[src/hw/rtl/mphw_pkg.sv]
// Shared constants and codes for the peak-hold window meter.
package mphw_pkg;

  localparam int STORE_DEPTH_DEF = 64;
  localparam int LEVEL_BITS_DEF  = 16;
  localparam int TIME_BITS       = 32;
  localparam int WINDOW_BITS     = 16;

  localparam logic [WINDOW_BITS-1:0] WINDOW_RESET = 16'd1000;
  localparam int FLOOR_RESET = -15360;

  typedef enum logic [1:0] {
    KIND_SAMPLE     = 2'd0,
    KIND_RESET      = 2'd1,
    KIND_CLEAR_CLIP = 2'd2
  } kind_t;

  typedef enum logic {
    CFG_WINDOW_MS   = 1'b0,
    CFG_FLOOR_LEVEL = 1'b1
  } cfg_index_t;

endpackage

[src/hw/rtl/mphw_store.sv]
// Window store: single-port-write, single-port-read RAM with registered read data.
module mphw_store #(
  parameter int DEPTH = mphw_pkg::STORE_DEPTH_DEF,
  parameter int WIDTH = mphw_pkg::TIME_BITS + mphw_pkg::LEVEL_BITS_DEF
) (
  input  logic                     clk,
  input  logic                     rd_en,
  input  logic [$clog2(DEPTH)-1:0] rd_addr,
  output logic [WIDTH-1:0]         rd_data,
  input  logic                     wr_en,
  input  logic [$clog2(DEPTH)-1:0] wr_addr,
  input  logic [WIDTH-1:0]         wr_data
);

  logic [WIDTH-1:0] mem [DEPTH];

  always_ff @(posedge clk) begin
    if (wr_en) begin
      mem[wr_addr] <= wr_data;
    end
  end

  always_ff @(posedge clk) begin
    if (rd_en) begin
      rd_data <= mem[rd_addr];
    end
  end

endmodule

[src/hw/rtl/mphw_scan.sv]
// Expiry scan: sweeps the ring store, compacts survivors, appends the new entry, finds the peak.
module mphw_scan #(
  parameter int STORE_DEPTH = mphw_pkg::STORE_DEPTH_DEF,
  parameter int LEVEL_BITS  = mphw_pkg::LEVEL_BITS_DEF,
  localparam int IDX_W = $clog2(STORE_DEPTH),
  localparam int CNT_W = $clog2(STORE_DEPTH + 1),
  localparam int MEM_W = mphw_pkg::TIME_BITS + LEVEL_BITS
) (
  input  logic                                clk,
  input  logic                                rst,
  input  logic                                start,
  input  logic [IDX_W-1:0]                    head,
  input  logic [CNT_W-1:0]                    count,
  input  logic signed [LEVEL_BITS-1:0]        lvl,
  input  logic [mphw_pkg::TIME_BITS-1:0]      now,
  input  logic [mphw_pkg::WINDOW_BITS-1:0]    win,
  output logic                                done,
  output logic [CNT_W-1:0]                    done_count,
  output logic signed [LEVEL_BITS-1:0]        done_peak,
  output logic                                busy,
  output logic                                mem_rd_en,
  output logic [IDX_W-1:0]                    mem_rd_addr,
  input  logic [MEM_W-1:0]                    mem_rd_data,
  output logic                                mem_wr_en,
  output logic [IDX_W-1:0]                    mem_wr_addr,
  output logic [MEM_W-1:0]                    mem_wr_data
);

  typedef enum logic [1:0] {S_IDLE, S_SCAN, S_FINAL} scan_state_t;

  scan_state_t                       state;
  logic signed [LEVEL_BITS-1:0]      lvl_r;
  logic [mphw_pkg::TIME_BITS-1:0]    now_r;
  logic [mphw_pkg::WINDOW_BITS-1:0]  win_r;
  logic [IDX_W-1:0]                  rd_ptr;
  logic [IDX_W-1:0]                  dst_ptr;
  logic [CNT_W-1:0]                  issue_left;
  logic [CNT_W-1:0]                  kept;
  logic signed [LEVEL_BITS-1:0]      best;
  logic                              pend;

  logic [IDX_W-1:0]                  rd_ptr_inc;
  logic [IDX_W-1:0]                  dst_ptr_inc;
  logic [mphw_pkg::TIME_BITS-1:0]    rd_time;
  logic signed [LEVEL_BITS-1:0]      rd_level;
  logic [mphw_pkg::TIME_BITS-1:0]    age;
  logic                              keep;

  assign rd_ptr_inc  = (rd_ptr == IDX_W'(STORE_DEPTH - 1)) ? '0 : rd_ptr + 1'b1;
  assign dst_ptr_inc = (dst_ptr == IDX_W'(STORE_DEPTH - 1)) ? '0 : dst_ptr + 1'b1;

  assign rd_time  = mem_rd_data[MEM_W-1:LEVEL_BITS];
  assign rd_level = mem_rd_data[LEVEL_BITS-1:0];
  assign age      = now_r - rd_time;
  // entries stamped ahead of now (negative age) are kept
  assign keep     = age[mphw_pkg::TIME_BITS-1] ||
                    (age <= {{(mphw_pkg::TIME_BITS - mphw_pkg::WINDOW_BITS){1'b0}}, win_r});

  assign mem_rd_en   = (state == S_SCAN) && (issue_left != '0);
  assign mem_rd_addr = rd_ptr;

  always_comb begin
    mem_wr_en   = 1'b0;
    mem_wr_addr = dst_ptr;
    mem_wr_data = mem_rd_data;
    if (state == S_SCAN && pend && keep) begin
      mem_wr_en = 1'b1;
    end else if (state == S_FINAL) begin
      mem_wr_en   = 1'b1;
      mem_wr_data = {now_r, lvl_r};
    end
  end

  assign done       = (state == S_FINAL);
  assign done_count = kept + 1'b1;
  assign done_peak  = best;
  assign busy       = (state != S_IDLE);

  always_ff @(posedge clk) begin
    if (rst) begin
      state <= S_IDLE;
      pend  <= 1'b0;
    end else begin
      unique case (state)
        S_IDLE: begin
          pend <= 1'b0;
          if (start) begin
            lvl_r      <= lvl;
            now_r      <= now;
            win_r      <= win;
            rd_ptr     <= head;
            dst_ptr    <= head;
            issue_left <= count;
            kept       <= '0;
            best       <= lvl;
            state      <= (count == '0) ? S_FINAL : S_SCAN;
          end
        end
        S_SCAN: begin
          pend <= (issue_left != '0);
          if (issue_left != '0) begin
            rd_ptr     <= rd_ptr_inc;
            issue_left <= issue_left - 1'b1;
          end
          if (pend && keep) begin
            dst_ptr <= dst_ptr_inc;
            kept    <= kept + 1'b1;
            if (rd_level > best) begin
              best <= rd_level;
            end
          end
          if (issue_left == '0) begin
            state <= S_FINAL;
          end
        end
        S_FINAL: begin
          pend  <= 1'b0;
          state <= S_IDLE;
        end
        default: state <= S_IDLE;
      endcase
    end
  end

endmodule

[src/hw/rtl/meter_peak_hold_window_unit.sv]
// Top level of the sliding-window peak-hold level meter.
//
//  channel  | handshake                   | payload
//  ---------+-----------------------------+----------------------------------------------
//  sample   | sample_valid / sample_stall | kind, level, time_ms
//  result   | result_valid / result_stall | recent_peak, max_peak, clip_flag, held_count
//  config   | cfg_write                   | cfg_index, cfg_data
//
// A sample that changes the level sweeps every entry held before it (a full store drops its
// oldest entry first) through the window store's one read port, an entry a cycle.
// Any other item skips the sweep. One item is worked on at a time; the next transfer is
// taken while the previous result waits in the output register.
// Reset is synchronous; the store needs no clearing pass and the block is ready at once.
// A stalled result holds the finished item back until the output register frees.
module meter_peak_hold_window_unit #(
  parameter int STORE_DEPTH = mphw_pkg::STORE_DEPTH_DEF,
  parameter int LEVEL_BITS  = mphw_pkg::LEVEL_BITS_DEF
) (
  input  logic                                                clk,
  input  logic                                                rst,
  input  logic                                                cfg_write,
  input  logic                                                cfg_index,
  input  logic [((LEVEL_BITS > 16) ? LEVEL_BITS : 16)-1:0]    cfg_data,
  input  logic                                                sample_valid,
  output logic                                                sample_stall,
  input  logic [1:0]                                          kind,
  input  logic signed [LEVEL_BITS-1:0]                        level,
  input  logic [mphw_pkg::TIME_BITS-1:0]                      time_ms,
  output logic                                                result_valid,
  input  logic                                                result_stall,
  output logic signed [LEVEL_BITS-1:0]                        recent_peak,
  output logic signed [LEVEL_BITS-1:0]                        max_peak,
  output logic                                                clip_flag,
  output logic [$clog2(STORE_DEPTH + 1)-1:0]                  held_count
);

  localparam int IDX_W = $clog2(STORE_DEPTH);
  localparam int CNT_W = $clog2(STORE_DEPTH + 1);
  localparam int MEM_W = mphw_pkg::TIME_BITS + LEVEL_BITS;

  typedef enum logic [1:0] {ST_IDLE, ST_SCAN, ST_POST} top_state_t;

  top_state_t                        state;
  logic [mphw_pkg::WINDOW_BITS-1:0]  window_ms;
  logic signed [LEVEL_BITS-1:0]      floor_level;
  logic [IDX_W-1:0]                  head;
  logic [CNT_W-1:0]                  count;
  logic signed [LEVEL_BITS-1:0]      running_max;
  logic signed [LEVEL_BITS-1:0]      window_peak;
  logic signed [LEVEL_BITS-1:0]      last_level;
  logic                              clip_latch;

  logic                              sample_accept;
  logic                              is_new;
  logic                              full;
  logic [IDX_W-1:0]                  head_next;
  logic [CNT_W-1:0]                  count_next;
  logic                              out_free;

  logic                              scan_start;
  logic                              scan_done;
  logic                              scan_busy;
  logic [CNT_W-1:0]                  scan_count;
  logic signed [LEVEL_BITS-1:0]      scan_peak;
  logic                              mem_rd_en;
  logic [IDX_W-1:0]                  mem_rd_addr;
  logic [MEM_W-1:0]                  mem_rd_data;
  logic                              mem_wr_en;
  logic [IDX_W-1:0]                  mem_wr_addr;
  logic [MEM_W-1:0]                  mem_wr_data;

  assign sample_stall  = (state != ST_IDLE);
  assign sample_accept = sample_valid && !sample_stall;
  assign is_new        = (kind == mphw_pkg::KIND_SAMPLE) && (level != last_level);
  assign scan_start    = sample_accept && is_new;
  assign out_free      = !result_valid || !result_stall;

  // full store: oldest entry goes before the new one is added
  assign full       = (count == CNT_W'(STORE_DEPTH));
  assign head_next  = !full ? head :
                      (head == IDX_W'(STORE_DEPTH - 1)) ? '0 : head + 1'b1;
  assign count_next = full ? CNT_W'(STORE_DEPTH - 1) : count;

  always_ff @(posedge clk) begin
    if (rst) begin
      window_ms   <= mphw_pkg::WINDOW_RESET;
      floor_level <= LEVEL_BITS'(mphw_pkg::FLOOR_RESET);
    end else if (cfg_write) begin
      unique case (cfg_index)
        mphw_pkg::CFG_WINDOW_MS:   window_ms   <= cfg_data[mphw_pkg::WINDOW_BITS-1:0];
        mphw_pkg::CFG_FLOOR_LEVEL: floor_level <= cfg_data[LEVEL_BITS-1:0];
      endcase
    end
  end

  always_ff @(posedge clk) begin
    if (rst) begin
      state        <= ST_IDLE;
      head         <= '0;
      count        <= '0;
      running_max  <= LEVEL_BITS'(mphw_pkg::FLOOR_RESET);
      window_peak  <= LEVEL_BITS'(mphw_pkg::FLOOR_RESET);
      last_level   <= LEVEL_BITS'(mphw_pkg::FLOOR_RESET);
      clip_latch   <= 1'b0;
      result_valid <= 1'b0;
    end else begin
      if (state == ST_POST && out_free) begin
        result_valid <= 1'b1;
      end else if (result_valid && !result_stall) begin
        result_valid <= 1'b0;
      end
      unique case (state)
        ST_IDLE: begin
          if (sample_accept) begin
            state <= ST_POST;
            priority if (is_new) begin
              head       <= head_next;
              count      <= count_next;
              last_level <= level;
              if (level > running_max) begin
                running_max <= level;
              end
              if (!level[LEVEL_BITS-1]) begin
                clip_latch <= 1'b1;
              end
              state <= ST_SCAN;
            end else if (kind == mphw_pkg::KIND_RESET) begin
              head        <= '0;
              count       <= '0;
              running_max <= floor_level;
              window_peak <= floor_level;
              last_level  <= floor_level;
            end else if (kind == mphw_pkg::KIND_CLEAR_CLIP) begin
              clip_latch <= 1'b0;
            end else begin
            end
          end
        end
        ST_SCAN: begin
          if (scan_done) begin
            count       <= scan_count;
            window_peak <= scan_peak;
            state       <= ST_POST;
          end
        end
        ST_POST: begin
          if (out_free) begin
            recent_peak  <= window_peak;
            max_peak     <= running_max;
            clip_flag    <= clip_latch;
            held_count   <= count;
            state        <= ST_IDLE;
          end
        end
        default: state <= ST_IDLE;
      endcase
    end
  end

  mphw_scan #(
    .STORE_DEPTH (STORE_DEPTH),
    .LEVEL_BITS  (LEVEL_BITS)
  ) u_scan (
    .clk         (clk),
    .rst         (rst),
    .start       (scan_start),
    .head        (head_next),
    .count       (count_next),
    .lvl         (level),
    .now         (time_ms),
    .win         (window_ms),
    .done        (scan_done),
    .done_count  (scan_count),
    .done_peak   (scan_peak),
    .busy        (scan_busy),
    .mem_rd_en   (mem_rd_en),
    .mem_rd_addr (mem_rd_addr),
    .mem_rd_data (mem_rd_data),
    .mem_wr_en   (mem_wr_en),
    .mem_wr_addr (mem_wr_addr),
    .mem_wr_data (mem_wr_data)
  );

  mphw_store #(
    .DEPTH (STORE_DEPTH),
    .WIDTH (MEM_W)
  ) u_store (
    .clk     (clk),
    .rd_en   (mem_rd_en),
    .rd_addr (mem_rd_addr),
    .rd_data (mem_rd_data),
    .wr_en   (mem_wr_en),
    .wr_addr (mem_wr_addr),
    .wr_data (mem_wr_data)
  );

`ifndef ASSERT_OFF
  a_count_bound: assert property (@(posedge clk) disable iff (rst)
    count <= CNT_W'(STORE_DEPTH))
    else $error("entry count beyond store depth");

  a_scan_owned: assert property (@(posedge clk) disable iff (rst)
    scan_busy |-> (state == ST_SCAN))
    else $error("scan running outside scan state");

  a_plain_item: assert property (@(posedge clk) disable iff (rst)
    (sample_accept && !is_new) |=> (state == ST_POST) && !scan_busy)
    else $error("non-changing item started a scan");
`endif

endmodule

[config.mk]
export PLATFORM = sky130hd
export DESIGN_NAME = meter_peak_hold_window_unit
export DESIGN_NICKNAME = d
export VERILOG_FILES = /design/src/hw/rtl/mphw_pkg.sv /design/src/hw/rtl/mphw_store.sv /design/src/hw/rtl/mphw_scan.sv /design/src/hw/rtl/meter_peak_hold_window_unit.sv
export SDC_FILE = /design/constraint.sdc
export NUM_CORES = 2
export LEC_CHECK = 0
export BUFFER_PORTS_ARGS = -buffer_cell sky130_fd_sc_hd__buf_2
export CAP_MARGIN = 20
export CORE_MARGIN = 2
export CORE_UTILIZATION = 30
export CTS_CLUSTER_DIAMETER = 150
export DETAILED_ROUTE_END_ITERATION = 8
export PLACE_DENSITY = 0.55
export SLEW_MARGIN = 10
export SYNTH_ARGS = -nofsm -noshare
export SYNTH_HDL_FRONTEND = slang
export SYNTH_SLANG_ARGS = --single-unit
[constraint.sdc]
create_clock -name clk -period 16.4 [get_ports clk]
set_clock_uncertainty 0.2 [all_clocks]
set_input_delay 4.92 -clock clk [delete_from_list [all_inputs] [get_ports clk]]
set_output_delay 4.92 -clock clk [all_outputs]
set_load 0.05 [all_outputs]
==> run_results.csv <==
group,metric,value,unit
setup_path,worst_ep_arrival_time,7880,ps
clocking,path_clk_slew,60,ps
detailed_routing,wl_per_cell,29.09,µm
synth,synthTopCellsByCount,"edfxtp_1 (3266), mux4_2 (681), nand2_1 (376), mux2i_1 (356), a21oi_1 (252)",
timing,hold_viol_final,0,
setup_path,path_cells,"inv_1 -> ha_1 -> a21oi_1 -> nand2_1 -> o21ai_0 -> nand2_1 -> nand3_1 -> nand2_1 -> a21oi_1 -> o21bai_1 -> xor2_1 -> ha_1 -> nand4_1 -> a21oi_1 -> nor2_1 -> a32oi_1 -> a21oi_1 -> nand4_1 -> nor4_4 -> a21oi_4 -> buf_4 -> nor3_2 -> buf_4",
detailed_routing,drt_pass1_iterations,5,
detailed_routing,vias,67990,
synth,avgSynthCellArea,19.77,µm²
clocking,htree_levels,5,
run_status,run_status,"completed",
timing,finalSetupTns,0,ps
clocking,insertion_delay,940,ps
die,core-area,437200,µm²
synth,synth_area,131500,µm²
setup_path,r2r-start,"u_store.rd_data[22]",
timing,fin_crit_sh,46.06,%
setup_path,r2r_end,"u_store.mem[32][40]",
setup_path,cp_num_cells,23,
setup_path,rrSetupSlack,8850,ps
timing,tightest_slew,1195,ps
layout,drive_gt1_share,22.84,%
setup_path,cpPeakStageDelay,920,ps
setup_path,worstPathMaxFanout,40,
setup_path,crit_buf_inv,3,
timing,finalMaxSlewViolations,0,
power_and_ir_drop,p_per_area,115.7,nW/µm²
die,die_w,666.2,µm
timing,relSlewSlack,20.31,%
setup_path,cp-end-kind,"flop",
die,fp-row-count,243,
detailed_routing,postRouteAntennaNets,0,
timing,setup_violations,0,
layout,nFillCells,40490,
power_and_ir_drop,p_leak,47.87,nW
synth,yosysSeqAreaShare,76.08,%
setup_path,reg2reg_depth,23,
detailed_routing,drc,0,
detailed_routing,avgViaCountPerCell,5.221,
place,place.gp.congestion,0.8354,
setup_path,cp-start-kind,"flop",
timing,rsz0062_at_grt,"false",
layout,register_area,100100,µm²
synth,yosysMostFrequentCell,"edfxtp_1",
power_and_ir_drop,ir_drop,0.00007566,V
detailed_routing,wl,378800,µm
clocking,cts_resized,0,
clocking,clockRootBuffer,"clkbuf_16",
global_routing,grt_max_degree,109,
min_path,min-delay-path-class,"flop to flop",
synth,syn_nets,6813,
global_routing,grt_pass1_wl,532200,µm
clocking,cts_sinks,3366,
global_routing,antenna_found_initial,6,
setup_path,crit_required,16730,ps
global_routing,grt_usage,16.64,%
synth,synthTopCellsByArea,"edfxtp_1 (75%), mux4_2 (12%), mux2i_1 (2.7%), dfxtp_1 (1.5%), o221ai_1 (1.1%)",
layout,fin_nets,7135,
clocking,numCtsBuffers,344,
die,dieArea,443800,µm²
run,cap_violations,0,
synth,synth_seq_cells,3366,
synth,synth_edf_count,3266,
synth,ys.flop_type,"edfxtp_1",
detailed_routing,drt_iter0_drc,7514,
setup_path,critPathCapture,"u_store.mem[32][40]",
die,io_pins,114,
layout,syn2layout_area_growth,15.37,%
timing,period_minus_slack,7554,ps
layout,utilization,34.71,%
die,die-height,666.2,µm
layout,multiInputGateArea,30620,µm²
setup_path,cp-startpoint,"u_store.rd_data[22]",
synth,syn_inst,6655,
synth,ys_async_sr_fraction,0,%
clocking,ctsHoldBuffers,0,
setup_path,crit_slowest_cell,"nor3_2",
clocking,cts_tree,"yes",
global_routing,grt_pass1_vias,68760,
clocking,cts_setup_buffers,0,
setup_path,path_delay_family,"simple AND/OR/NAND/NOR gates",
clocking,cts_buffer_depth,4,
place,port_buffers,113,
timing,max_freq,132.4,MHz
synth,yosysTopAreaCell,"edfxtp_1",
synth,yosys.cell_types.count,64,
setup_path,path_common_cell,"a21oi_1",
setup_path,path_class,"flop to flop",
die,start_util,30.09,%
global_routing,grt-ovfl-total,0,
synth,yosys_warnings,0,
place,place_hpwl,215000,µm
synth,synth_top_area_share,74.55,%
logic make-up after synthesis:
group                      Yosys count  synth area share, %
muxes                             1037                14.37
adders and majority gates           86               0.8237
buffers and inverters              462                1.412
DFF                               3366                76.08
AOI/OAI and AO/OA                  918                4.475
and+or+nand+nor                    723                2.425
xor gates and xnor gates            63               0.4195
cell type report:
class / count / share of cell area (%)
Multi-Input combinational cell: 2827 / 20.17
Antenna cell: 6 / 0.009893
Clock inverter: 204 / 1.186
Sequential cell: 3366 / 65.94
Clock buffer: 424 / 6.022
Inverter: 91 / 0.2284
Timing Repair Buffer: 347 / 1.693
Tap cell: 5757 / 4.746
report_power, final:
group,internal (W),switching (W)
logic,0.000142,0.000315
clock network,0.00438,0.00331
registers,0.00939,0.0000186
worst min-delay path by stage:
stage,slack [ps],startpoint,end,cells past startpoint
after floorplan,210,window_peak[10],recent_peak[10],0
after global placement,220,window_peak[5],recent_peak[5],0
after detailed placement,220,window_peak[2],recent_peak[2],0
after CTS,230,window_peak[3],recent_peak[3],0
after global routing,240,window_peak[3],recent_peak[3],0
final,230,window_peak[9],recent_peak[9],0
stage by stage:
stage / total power, W / cells / instance area, µm² / setup WS, ps / hold slack [ps]
after global routing: 0.01805 / 13020 / 151800 / 8477 / 241.9
after global placement: 0.01004 / 12380 / 140700 / 8000 / 216.5
after floorplan: 0.009846 / 6655 / 131500 / 7293 / 208.1
after CTS: 0.01770 / 13010 / 151600 / 8994 / 227.2
after detailed placement: 0.01005 / 12380 / 140700 / 8124 / 221.4
final: 0.01755 / 13020 / 151800 / 8846 / 234.2
state kept, by name (all words and copies together) (netlist names), 7 cells and up:
| register | cells |
|---|---|
| floor_level | 16 |
| count | 7 |
| u_scan.kept | 7 |
| u_scan.issue_left | 7 |
| u_scan.now_r | 32 |
| u_scan.lvl_r | 16 |
| last_level | 16 |
| u_store.rd_data | 48 |
| u_scan.win_r | 16 |
| held_count | 7 |
| max_peak | 16 |
| u_scan.done_peak | 16 |
| u_store.mem | 3072 |
| running_max | 16 |
| window_peak | 16 |
| recent_peak | 16 |
| window_ms | 16 |
layer usage:
metal  part of all wire (%)  track usage [%]
met1                     41            22.13
met4                    2.9            4.648
met3                    5.8            2.176
met2                     50            28.54
met5                      0                0
cell usage in the layout, fill, tap and decap left out, drive strengths merged, types with 9 or more instances in the layout:
cell / synthesis / layout
o21a: 11 / 11
dfxtp: 100 / 100
edfxtp: 3266 / 3266
a311oi: 13 / 13
nor2b: 18 / 18
o22ai: 133 / 133
nor2: 141 / 141
nand2b: 18 / 18
clkbuf: 229 / 424
a21o: 12 / 12
nand2: 376 / 376
a211oi: 74 / 74
o211ai: 14 / 14
nor3: 34 / 34
bufinv: 0 / 26
mux4: 681 / 681
inv: 91 / 105
o221ai: 169 / 169
and2: 22 / 22
o21ai: 188 / 188
mux2i: 356 / 356
nand3: 29 / 29
nor4: 17 / 17
nand4: 23 / 23
xor2: 36 / 36
ha: 85 / 85
clkinv: 0 / 156
a21oi: 255 / 255
buf: 142 / 347
xnor2: 27 / 27
or2: 21 / 21
a31oi: 9 / 9
Power figures use the tool's default switching activity.
